--- src/rtl/core/assert_macros.svh ---
// assertion helpers shared by the rtl
`ifndef ASSERT_MACROS_SVH
`define ASSERT_MACROS_SVH

// implication checked on every rising edge, masked during reset
`define ASSERT_IMPL(label, clk, rst, prop, msg) \
   label: assert property (@(posedge clk) disable iff (rst) (prop)) else $error(msg);

// implication checked on every rising edge, including reset cycles
`define ASSERT_ALWAYS(label, clk, prop, msg) \
   label: assert property (@(posedge clk) (prop)) else $error(msg);

`endif

--- src/rtl/core/cds_pkg.sv ---
package cds_pkg;

   localparam int METRIC_W = 64;

   // configuration register indexes
   localparam logic REG_CYCLE_LENGTH  = 1'b0;
   localparam logic REG_SPACING_LIMIT = 1'b1;

   // per-slot state codes
   localparam logic [1:0] DS_KEEP  = 2'd0;
   localparam logic [1:0] DS_DROP  = 2'd1;
   localparam logic [1:0] DS_RANGE = 2'd2;

   typedef enum logic [2:0] {
      ST_IDLE,
      ST_KEY,
      ST_LATCH,
      ST_CMP,
      ST_SEL,
      ST_REM,
      ST_OUT
   } state_type;

   // excluded frames sort as the largest metric
   function automatic logic [METRIC_W-1:0] sort_key(input logic force_max,
                                                    input logic [METRIC_W-1:0] metric);
      sort_key = force_max ? {METRIC_W{1'b1}} : metric;
   endfunction

endpackage

--- src/rtl/core/cds_ram.sv ---
module cds_ram #(
   parameter int WIDTH = 64,
   parameter int DEPTH = 16
) (
   input  logic                     clock,
   input  logic                     wr_en,
   input  logic [$clog2(DEPTH)-1:0] wr_addr,
   input  logic [WIDTH-1:0]         wr_data,
   input  logic [$clog2(DEPTH)-1:0] rd_addr,
   output logic [WIDTH-1:0]         rd_data
);

   logic [WIDTH-1:0] mem_ff [DEPTH];

   // one write port, registered read port
   always_ff @(posedge clock) begin
      if (wr_en) begin
         mem_ff[wr_addr] <= wr_data;
      end
      rd_data <= mem_ff[rd_addr];
   end

endmodule

--- src/rtl/core/cycle_decimation_select.sv ---
// cycle decimation selector
// items arrive on the req_ ports, one per cycle slot, taken when start is high and busy
// is low. each item is stored in slot order; an item with req_last_item set starts the
// selection of the frames to drop and raises busy until all results are out.
// the selection ranks every slot against every other slot with one 64-bit comparator
// over the metric memory, then walks the ranked list with one candidate per cycle; each
// spacing retry adds a counting pass and another marking pass. the first result is out
// once the ranking and the marking passes are done, the rest back to back.
// results leave on the rsp_ ports, one per slot on consecutive cycles, each for
// exactly one cycle under rsp_valid; rsp_last_result marks the final slot. the receiver
// cannot stall, so nothing is held back. items that are not last produce no result and
// may follow each other on every cycle; busy drops during the final result cycle.
// csr_ writes set cycle_length (index 0) and spacing_limit (index 1); they take effect
// at once and are meant for idle periods.
// reset clears the gathered flags and marks, the slot counter and the registers
// (cycle_length 5, spacing_limit 0); the metric memory is not cleared and needs no pass.
module cycle_decimation_select
   import cds_pkg::*;
#(
   parameter int CYCLE_MAX = 16
) (
   input  logic                clock,
   input  logic                reset,
   input  logic                start,
   output logic                busy,
   input  logic [METRIC_W-1:0] req_frame_metric,
   input  logic                req_in_range,
   input  logic                req_forced_drop,
   input  logic                req_clip_start,
   input  logic [4:0]          req_drop_count,
   input  logic                req_last_item,
   output logic                rsp_valid,
   output logic [3:0]          rsp_slot_index,
   output logic [1:0]          rsp_drop_state,
   output logic [1:0]          rsp_shifted_state,
   output logic                rsp_select_error,
   output logic                rsp_last_result,
   input  logic                csr_write_en,
   input  logic                csr_index,
   input  logic [4:0]          csr_write_data
);

   `include "assert_macros.svh"

   localparam int IDX_W = $clog2(CYCLE_MAX);
   localparam int CNT_W = $clog2(CYCLE_MAX + 1);
   localparam int CW    = (CNT_W > 5) ? CNT_W : 5;
   localparam int WW    = CW + 2;
   localparam int SW    = CW + 2;

   state_type state_ff, state_in;

   logic [4:0]          cycle_length_ff, cycle_length_in;
   logic signed [4:0]   spacing_ff, spacing_in;
   logic [CNT_W-1:0]    slot_cnt_ff, slot_cnt_in;
   logic [CYCLE_MAX-1:0] range_ff, range_in;
   logic [CYCLE_MAX-1:0] forced_ff, forced_in;
   logic [CYCLE_MAX-1:0] clip_ff, clip_in;
   logic [CYCLE_MAX-1:0] drop_ff, drop_in;
   logic [CYCLE_MAX-1:0] shift_ff, shift_in;
   logic [IDX_W-1:0]    sorted_ff [CYCLE_MAX];
   logic [IDX_W-1:0]    sorted_in [CYCLE_MAX];
   logic [4:0]          drop_cnt_ff, drop_cnt_in;
   logic [CNT_W-1:0]    i_ff, i_in;
   logic [CNT_W-1:0]    j_ff, j_in;
   logic [CNT_W-1:0]    rank_ff, rank_in;
   logic [CNT_W-1:0]    n_in_ff, n_in_in;
   logic [CNT_W-1:0]    ovr_ff, ovr_in;
   logic [METRIC_W-1:0] keyi_ff, keyi_in;
   logic signed [SW-1:0] v_ff, v_in;
   logic signed [SW-1:0] target_ff, target_in;
   logic [4:0]          asd_ff, asd_in;
   logic                remany_ff, remany_in;
   logic                err_ff, err_in;

   logic                rsp_valid_in;
   logic [3:0]          rsp_slot_in;
   logic [1:0]          rsp_drop_in;
   logic [1:0]          rsp_shift_in;
   logic                rsp_err_in;
   logic                rsp_last_in;

   logic                accept;
   logic [CW-1:0]       len_w;
   logic [CNT_W-1:0]    len;
   logic                ram_we;
   logic [IDX_W-1:0]    ram_raddr;
   logic [METRIC_W-1:0] ram_rdata;
   logic [IDX_W-1:0]    i_idx;
   logic [IDX_W-1:0]    j_idx;
   logic [IDX_W-1:0]    cand;
   logic [METRIC_W-1:0] keyj;
   logic                ranks_before;
   logic                spacing_ok;
   logic                shift_found;
   logic [IDX_W-1:0]    shift_pos;
   logic                sel_go;
   logic [CNT_W-1:0]    last_idx;
   logic [WW-1:0]       cand_w;
   logic [WW-1:0]       asd_w;

   assign accept   = start && !busy;
   assign busy     = (state_ff != ST_IDLE);
   assign i_idx    = i_ff[IDX_W-1:0];
   assign j_idx    = j_ff[IDX_W-1:0];
   assign cand     = sorted_ff[i_idx];
   assign last_idx = len - CNT_W'(1);

   // effective cycle length, clamped to 1..CYCLE_MAX
   always_comb begin
      if (cycle_length_ff == 5'd0) begin
         len_w = CW'(1);
      end else if (CW'(cycle_length_ff) > CW'(CYCLE_MAX)) begin
         len_w = CW'(CYCLE_MAX);
      end else begin
         len_w = CW'(cycle_length_ff);
      end
      len = len_w[CNT_W-1:0];
   end

   // metric memory
   assign ram_we = accept && (slot_cnt_ff < len);

   always_comb begin
      case (state_ff)
         ST_KEY:   ram_raddr = i_idx;
         ST_LATCH: ram_raddr = '0;
         default:  ram_raddr = IDX_W'(j_ff + CNT_W'(1));
      endcase
   end

   cds_ram #(
      .WIDTH(METRIC_W),
      .DEPTH(CYCLE_MAX)
   ) u_metric_ram (
      .clock  (clock),
      .wr_en  (ram_we),
      .wr_addr(slot_cnt_ff[IDX_W-1:0]),
      .wr_data(req_frame_metric),
      .rd_addr(ram_raddr),
      .rd_data(ram_rdata)
   );

   // shared comparator: does slot j rank ahead of slot i
   assign keyj = sort_key(!range_ff[j_idx] || forced_ff[j_idx] || clip_ff[j_idx], ram_rdata);
   assign ranks_before = (keyj < keyi_ff) || ((keyj == keyi_ff) && (j_ff < i_ff));

   // spacing window around the candidate
   assign cand_w = WW'(cand);
   assign asd_w  = WW'(asd_ff);
   always_comb begin
      spacing_ok = 1'b1;
      for (int c = 0; c < CYCLE_MAX; c++) begin
         if (drop_ff[c] && (WW'(c) + asd_w >= cand_w) && (WW'(c) <= cand_w + asd_w)
             && (CNT_W'(c) < len)) begin
            spacing_ok = 1'b0;
         end
      end
   end

   // first free shifted slot at or after the candidate
   always_comb begin
      shift_found = 1'b0;
      shift_pos   = '0;
      for (int u = CYCLE_MAX - 1; u >= 0; u--) begin
         if ((IDX_W'(u) >= cand) && (CNT_W'(u) < len) && !shift_ff[u]) begin
            shift_found = 1'b1;
            shift_pos   = IDX_W'(u);
         end
      end
   end

   assign sel_go = (v_ff < target_ff) && (i_ff < n_in_ff);

   // next state
   always_comb begin
      state_in = state_ff;
      case (state_ff)
         ST_IDLE: begin
            if (accept && req_last_item) state_in = ST_KEY;
         end
         ST_KEY:   state_in = ST_LATCH;
         ST_LATCH: state_in = ST_CMP;
         ST_CMP: begin
            if (j_ff == last_idx) begin
               state_in = (i_ff == last_idx) ? ST_SEL : ST_KEY;
            end
         end
         ST_SEL: begin
            if (!sel_go) state_in = (v_ff == target_ff) ? ST_OUT : ST_REM;
         end
         ST_REM: begin
            if (i_ff >= n_in_ff) begin
               state_in = (!remany_ff || asd_ff == 5'd0) ? ST_OUT : ST_SEL;
            end
         end
         ST_OUT: begin
            if (i_ff == last_idx) state_in = ST_IDLE;
         end
         default: state_in = ST_IDLE;
      endcase
   end

   // datapath and outputs
   always_comb begin
      cycle_length_in = cycle_length_ff;
      spacing_in      = spacing_ff;
      slot_cnt_in     = slot_cnt_ff;
      range_in        = range_ff;
      forced_in       = forced_ff;
      clip_in         = clip_ff;
      drop_in         = drop_ff;
      shift_in        = shift_ff;
      sorted_in       = sorted_ff;
      drop_cnt_in     = drop_cnt_ff;
      i_in            = i_ff;
      j_in            = j_ff;
      rank_in         = rank_ff;
      n_in_in         = n_in_ff;
      ovr_in          = ovr_ff;
      keyi_in         = keyi_ff;
      v_in            = v_ff;
      target_in       = target_ff;
      asd_in          = asd_ff;
      remany_in       = remany_ff;
      err_in          = err_ff;
      rsp_valid_in    = 1'b0;
      rsp_slot_in     = 4'(i_ff);
      rsp_drop_in     = range_ff[i_idx] ? (drop_ff[i_idx] ? DS_DROP : DS_KEEP) : DS_RANGE;
      rsp_shift_in    = shift_ff[i_idx] ? DS_DROP : (range_ff[i_idx] ? DS_KEEP : DS_RANGE);
      rsp_err_in      = err_ff;
      rsp_last_in     = (i_ff == last_idx);

      // register writes
      if (csr_write_en) begin
         case (csr_index)
            REG_CYCLE_LENGTH:  cycle_length_in = csr_write_data;
            REG_SPACING_LIMIT: spacing_in      = $signed(csr_write_data);
            default: ;
         endcase
      end

      case (state_ff)
         ST_IDLE: begin
            if (accept) begin
               if (slot_cnt_ff < len) begin
                  range_in[slot_cnt_ff[IDX_W-1:0]]  = req_in_range;
                  forced_in[slot_cnt_ff[IDX_W-1:0]] = req_forced_drop;
                  clip_in[slot_cnt_ff[IDX_W-1:0]]   = req_clip_start;
                  slot_cnt_in = slot_cnt_ff + CNT_W'(1);
               end
               if (req_last_item) begin
                  drop_cnt_in = req_drop_count;
                  i_in        = '0;
                  n_in_in     = '0;
                  ovr_in      = '0;
                  err_in      = 1'b0;
               end
            end
         end
         // gather counts while ranking
         ST_KEY: begin
            n_in_in = n_in_ff + CNT_W'(range_ff[i_idx]);
            ovr_in  = ovr_ff + CNT_W'(range_ff[i_idx] && forced_ff[i_idx]);
         end
         ST_LATCH: begin
            keyi_in = sort_key(!range_ff[i_idx] || forced_ff[i_idx] || clip_ff[i_idx],
                               ram_rdata);
            rank_in = '0;
            j_in    = '0;
         end
         ST_CMP: begin
            rank_in = rank_ff + CNT_W'(ranks_before);
            j_in    = j_ff + CNT_W'(1);
            if (j_ff == last_idx) begin
               sorted_in[rank_in[IDX_W-1:0]] = i_idx;
               i_in = i_ff + CNT_W'(1);
               if (i_ff == last_idx) begin
                  drop_in   = range_ff & forced_ff;
                  shift_in  = range_ff & forced_ff;
                  v_in      = '0;
                  i_in      = '0;
                  target_in = $signed(SW'(drop_cnt_ff)) - $signed(SW'(ovr_ff));
                  asd_in    = (spacing_ff < 0) ? 5'(-spacing_ff) : 5'(spacing_ff);
               end
            end
         end
         // greedy marking pass over the ranked list
         ST_SEL: begin
            if (sel_go) begin
               if (range_ff[cand] && spacing_ok) begin
                  drop_in[cand] = 1'b1;
                  if (shift_found) shift_in[shift_pos] = 1'b1;
                  v_in = v_ff + SW'(1);
               end
               i_in = i_ff + CNT_W'(1);
            end else begin
               i_in      = '0;
               remany_in = 1'b0;
            end
         end
         // any unmarked candidate left
         ST_REM: begin
            if (i_ff < n_in_ff) begin
               if (range_ff[cand] && !drop_ff[cand]) remany_in = 1'b1;
               i_in = i_ff + CNT_W'(1);
            end else begin
               i_in = '0;
               if (!remany_ff || asd_ff == 5'd0) begin
                  err_in = 1'b1;
               end else if (spacing_ff < 0) begin
                  asd_in   = asd_ff - 5'd1;
                  drop_in  = range_ff & forced_ff;
                  shift_in = range_ff & forced_ff;
                  v_in     = '0;
               end else begin
                  asd_in = 5'd0;
               end
            end
         end
         ST_OUT: begin
            rsp_valid_in = 1'b1;
            i_in = i_ff + CNT_W'(1);
            if (i_ff == last_idx) begin
               range_in    = '0;
               forced_in   = '0;
               clip_in     = '0;
               slot_cnt_in = '0;
            end
         end
         default: ;
      endcase
   end

   // registers
   always_ff @(posedge clock) begin
      if (reset) begin
         state_ff        <= ST_IDLE;
         cycle_length_ff <= 5'd5;
         spacing_ff      <= '0;
         slot_cnt_ff     <= '0;
         range_ff        <= '0;
         forced_ff       <= '0;
         clip_ff         <= '0;
         drop_ff         <= '0;
         shift_ff        <= '0;
         err_ff          <= 1'b0;
         rsp_valid       <= 1'b0;
      end else begin
         state_ff        <= state_in;
         cycle_length_ff <= cycle_length_in;
         spacing_ff      <= spacing_in;
         slot_cnt_ff     <= slot_cnt_in;
         range_ff        <= range_in;
         forced_ff       <= forced_in;
         clip_ff         <= clip_in;
         drop_ff         <= drop_in;
         shift_ff        <= shift_in;
         err_ff          <= err_in;
         rsp_valid       <= rsp_valid_in;
      end
      sorted_ff         <= sorted_in;
      drop_cnt_ff       <= drop_cnt_in;
      i_ff              <= i_in;
      j_ff              <= j_in;
      rank_ff           <= rank_in;
      n_in_ff           <= n_in_in;
      ovr_ff            <= ovr_in;
      keyi_ff           <= keyi_in;
      v_ff              <= v_in;
      target_ff         <= target_in;
      asd_ff            <= asd_in;
      remany_ff         <= remany_in;
      rsp_slot_index    <= rsp_slot_in;
      rsp_drop_state    <= rsp_drop_in;
      rsp_shifted_state <= rsp_shift_in;
      rsp_select_error  <= rsp_err_in;
      rsp_last_result   <= rsp_last_in;
   end

   // checks
   `ASSERT_IMPL(a_last_item_starts, clock, reset, accept && req_last_item |=> busy, "no start")
   `ASSERT_IMPL(a_results_burst, clock, reset, rsp_valid && !rsp_last_result |=> rsp_valid, "gap")
   `ASSERT_IMPL(a_burst_ends, clock, reset, rsp_valid && rsp_last_result |=> !rsp_valid, "extra")
   `ASSERT_IMPL(a_idle_after_burst, clock, reset, rsp_valid && rsp_last_result |-> !busy, "busy")

endmodule
--- config.mk ---
export PLATFORM = sky130hd
export DESIGN_NAME = cycle_decimation_select
export DESIGN_NICKNAME = d
export VERILOG_FILES = /design/src/rtl/core/cds_pkg.sv /design/src/rtl/core/cds_ram.sv /design/src/rtl/core/cycle_decimation_select.sv
export VERILOG_INCLUDE_DIRS = /design/src /design/src/rtl/core
export SDC_FILE = /design/constraint.sdc
export NUM_CORES = 2
export LEC_CHECK = 0
export BUFFER_PORTS_ARGS = -buffer_cell sky130_fd_sc_hd__buf_2
export CAP_MARGIN = 20
export CORE_MARGIN = 8
export CORE_UTILIZATION = 50
export CTS_CLUSTER_SIZE = 30
export DETAILED_ROUTE_END_ITERATION = 7
export GPL_TIMING_DRIVEN = 0
export MAX_ROUTING_LAYER = met4
export PLACE_DENSITY = 0.68
export SLEW_MARGIN = 20
export SYNTH_ARGS = -nofsm -noshare
export SYNTH_HDL_FRONTEND = slang
export SYNTH_HIERARCHICAL = 1
export SYNTH_SLANG_ARGS = --single-unit
--- constraint.sdc ---
create_clock -name clock -period 11.7 [get_ports clock]
set_input_delay 2.34 -clock clock [delete_from_list [all_inputs] [get_ports clock]]
set_output_delay 2.34 -clock clock [all_outputs]
set_load 0.02 [all_outputs]
==> summary.txt <==
STA
  • Fmax: 134 MHz
  • Final Hold Viols: 0
  • Final-report setup violation count: 0
  • Setup TNS after final layout: 0 ps
  • Number of max-slew violations in the final report: 0
  • Period minus WS final: 7480 ps
  • Final worst setup slack: 4220 ps
  • Unrepaired setup endpoints after global routing: false
  • Worst-Margin Slew: 1050 ps
  • Tcrit/Tclk final: 63.9%
  • Slew Limit Headroom: 29.8%
  • Final clock skew: 39.6 ps

Yosys
  • Number of distinct library cell variants in the gate-level netlist after synthesis: 86
  • Cell type with the largest total area after synthesis: sky130_fd_sc_hd__edfxtp_1
  • Most used standard cells in the synthesized netlist: sky130_fd_sc_hd__edfxtp_1 (1200), sky130_fd_sc_hd__mux4_2 (294), sky130_fd_sc_hd__nand2_1 (178)
  • Flops & latches, synth: 1374
  • Synthesized netlist net count: 3775
  • Proportion of synthesized flip-flops having asynchronous set or reset: 0%
  • Sequential fraction of the synthesis area: 68.1%
  • Most used flip-flop cell after synthesis: sky130_fd_sc_hd__edfxtp_1
  • Yosys top cell area share: 62.1%
  • Count of flip-flops with a built-in enable after synthesis: 1200
  • Cell count after synthesis: 3539
  • Dominant cells by area after synthesis: sky130_fd_sc_hd__edfxtp_1 (62%), sky130_fd_sc_hd__mux4_2 (11%), sky130_fd_sc_hd__dfxtp_1 (6.0%), sky130_fd_sc_hd__ha_1 (3.3%), sky130_fd_sc_hd__a22oi_1 (2.2%)
  • Dominant cell by count in the synthesized netlist: sky130_fd_sc_hd__edfxtp_1
  • Mapped Avg Cell Area: 16.4 sq um
  • Number of warnings issued by yosys: 6
  • Cell area after synthesis: 0.0580 sq mm

Die
  • Io pins: 95
  • Std-Cell Core Area: 0.116 sq mm
  • Initial Util: 50.2%
  • Full die area: 0.127 sq mm
  • Die boundary height: 357 microns
  • Number of rows in the core area: 125
  • Die width: 357 microns

Critical path
  • Number of buffers and inverters on the critical path: 3
  • Category of the most critical setup path: register to register
  • Kind of launch point of the worst setup path: register
  • Longest individual stage delay on the worst path: 780 ps
  • Worst-path maximum fanout: 10
  • Type of element capturing the critical path: register
  • CP required: 12100 ps
  • Signal arrival time at the worst endpoint: 7880 ps
  • Slowest stage cell, crit path: sky130_fd_sc_hd__nor4_1
  • Family with the most delay on the worst path: simple AND/OR/NAND/NOR gates
  • Critical path cell sequence: clkbuf_1 > clkbuf_1 > a31oi_1 > a21oi_1 > mux4_2 > clkbuf_1 > nand2b_1 > ha_1 > nand4_1 > nor4_1 > nand2_1 > o21bai_1 > a41o_1 > a22o_1 > ha_1 > ha_1 > or3_1 > nor2_1

Clock network
  • Clock sink count: 1374
  • H-tree Lvls: 4
  • Cts bufs inserted: 143
  • Root cell of the clock tree: sky130_fd_sc_hd__clkbuf_16
  • TritonCTS clock tree: done
  • Setup bufs post-CTS: 0
  • Clock edge transition at the registers on the reported setup and hold paths: 60 ps
  • Clock latency at the later pin of the worst-skew pair: 760 ps
  • Max Root-Sink Buffers: 3
  • Hold-fix buffer count after cts: 0
  • Number of instances resized during post-cts repair: 0

Cells and area
  • Filler-free cell count of the finished design: 5538
  • Post-synthesis to final-layout area growth: 15.6%
  • Ratio of cells with drive above 1 in the final layout: 20.3%
  • Filler cell count: 8605
  • Post-route cell area: 0.0670 sq mm
  • Post-layout net count: 4115

Global route
  • Maximum number of pins on one net before global-route repair: 26
  • Grt total ovfl: 0
  • Global-route total usage across every layer: 24.5%
  • First-pass GRT wire length: 225 mm
  • Number of global-route vias before repair: 33900
  • Number of antenna violations at the first check in global routing: 23

Detailed routing
  • Total wirelength of the detailed-routed design: 152 mm
  • Number of iterations in the first detailed-routing pass: 6
  • Number of vias in the routed layout: 33900
  • Vias per Instance: 6.13
  • Antenna Nets Post-Route: 0
  • Avg WL per Cell: 27.4 microns
  • DRC viols: 0
  • DRT iter0 DRCs: 3644

Placed design
  • Number of cells in the design after placement: 5258
  • Placed wire-length estimate after detailed placement: 103 mm
  • Post-Place Cell Area: 0.0623 sq mm
  • Placer's final routability congestion estimate: 0.958
  • Post-Place Setup Slack: 4400 ps
  • Port Buffers: 93

Power and ir drop
  • Peak supply drop: 0.127 mV
  • Power per Cell Area: 204 mW/mm^2
  • Total Power Consumption: 0.0136 W
  • Static leakage: 22.7 nW

Run status
  • Outcome: finished clean

Min path
  • Path category of the worst min-delay check: register to register

Job
  • Count of maximum capacitance violations: 0
==> sequential cells by signal, indices dropped and copies added, names as in the netlist, 6 cells and up <==
| name | count |
|---|---|
| u_metric_ram/mem_ff | 1024 |
| keyi_ff | 64 |
| sorted_ff | 64 |
| u_metric_ram/rd_data | 64 |
| clip_ff | 16 |
| drop_ff | 16 |
| forced_ff | 16 |
| range_ff | 16 |
| shift_ff | 16 |
| v_ff | 7 |
| target_ff | 6 |
==> metrics by stage <==
| stage | hold WS (ps) | utilization (%) |
|---|---|---|
| after floorplan | 331 | - |
| after global placement | 424 | 52.2 |
| after detailed placement | 424 | 53.9 |
| after CTS | 453 | 58.0 |
| after global routing | 453 | 58.0 |
| final | 452 | 58.0 |
==> logic make-up after synthesis <==
logic type | after synthesis | synth area share [%]
compound gates | 613 | 7.23
xor+xnor | 46 | 0.742
fa+ha+maj | 153 | 3.33
buf+inv | 318 | 2.42
flops | 1374 | 68.1
mux | 319 | 11.9
simple gates | 716 | 6.27
==> power breakdown <==
| group | leakage [nW] | internal, W | switching [W] | total, W |
|---|---|---|---|---|
| logic | 8.25 | 0.00141 | 0.00194 | 0.00335 |
| registers | 12.2 | 0.00564 | 0.000134 | 0.00577 |
| clock network | 2.26 | 0.00263 | 0.00189 | 0.00452 |
==> cell usage in the layout (no fill, tap or decap), types with 46 or more instances in the layout <==
cell / count
sky130_fd_sc_hd__mux4_2: 294
sky130_fd_sc_hd__nand2_1: 178
sky130_fd_sc_hd__buf_2: 126
sky130_fd_sc_hd__a21o_1: 46
sky130_fd_sc_hd__a21oi_1: 118
sky130_fd_sc_hd__dfxtp_1: 174
sky130_fd_sc_hd__a22oi_1: 170
sky130_fd_sc_hd__ha_1: 151
sky130_fd_sc_hd__edfxtp_1: 1200
sky130_fd_sc_hd__nand2b_1: 148
sky130_fd_sc_hd__o21ai_0: 98
sky130_fd_sc_hd__nor2_1: 157
sky130_fd_sc_hd__clkbuf_16: 146
sky130_fd_sc_hd__buf_4: 46
sky130_fd_sc_hd__clkbuf_1: 140
sky130_fd_sc_hd__inv_1: 131
==> final timing paths <==
kind,start,end,slack (ps),depth (start not counted)
worst min-delay path,err_ff$_SDFFE_PP0P_,rsp_select_error$_DFF_P_,450,0
worst min register to register,err_ff$_SDFFE_PP0P_,rsp_select_error$_DFF_P_,450,0
worst max-delay path,j_ff[1]$_SDFFCE_PN0P_,sorted_ff[61]$_DFFE_PP_,4220,18
worst max register to register,j_ff[1]$_SDFFCE_PN0P_,sorted_ff[61]$_DFFE_PP_,4220,18
==> per-layer routing <==
| layer | vias to the layer above | GRT usage [%] | share of wire (%) |
|---|---|---|---|
| met5 | - | - | 0 |
| met4 | 0 | 7.27 | 3.0 |
| met3 | 292 | 4.84 | 8.3 |
| met2 | 1517 | 38.9 | 48 |
| met1 | 17400 | 32.3 | 40 |
| li1 | 14700 | - | - |
==> final cells by class <==
class                           instances  area, sq um  share of cell area (%)
Clock inverter                         66          736                    1.10
Timing Repair Buffer                  195         2250                    3.36
Inverter                              138          518                   0.773
Antenna cell                           16         40.0                  0.0597
Sequential cell                      1374        39500                    58.9
Tap cell                             1524         1910                    2.84
Clock buffer                          198         3970                    5.92
Buffer                                180          887                    1.32
Multi-Input combinational cell       1847        17200                    25.7
Power figures use the tool's default switching activity.
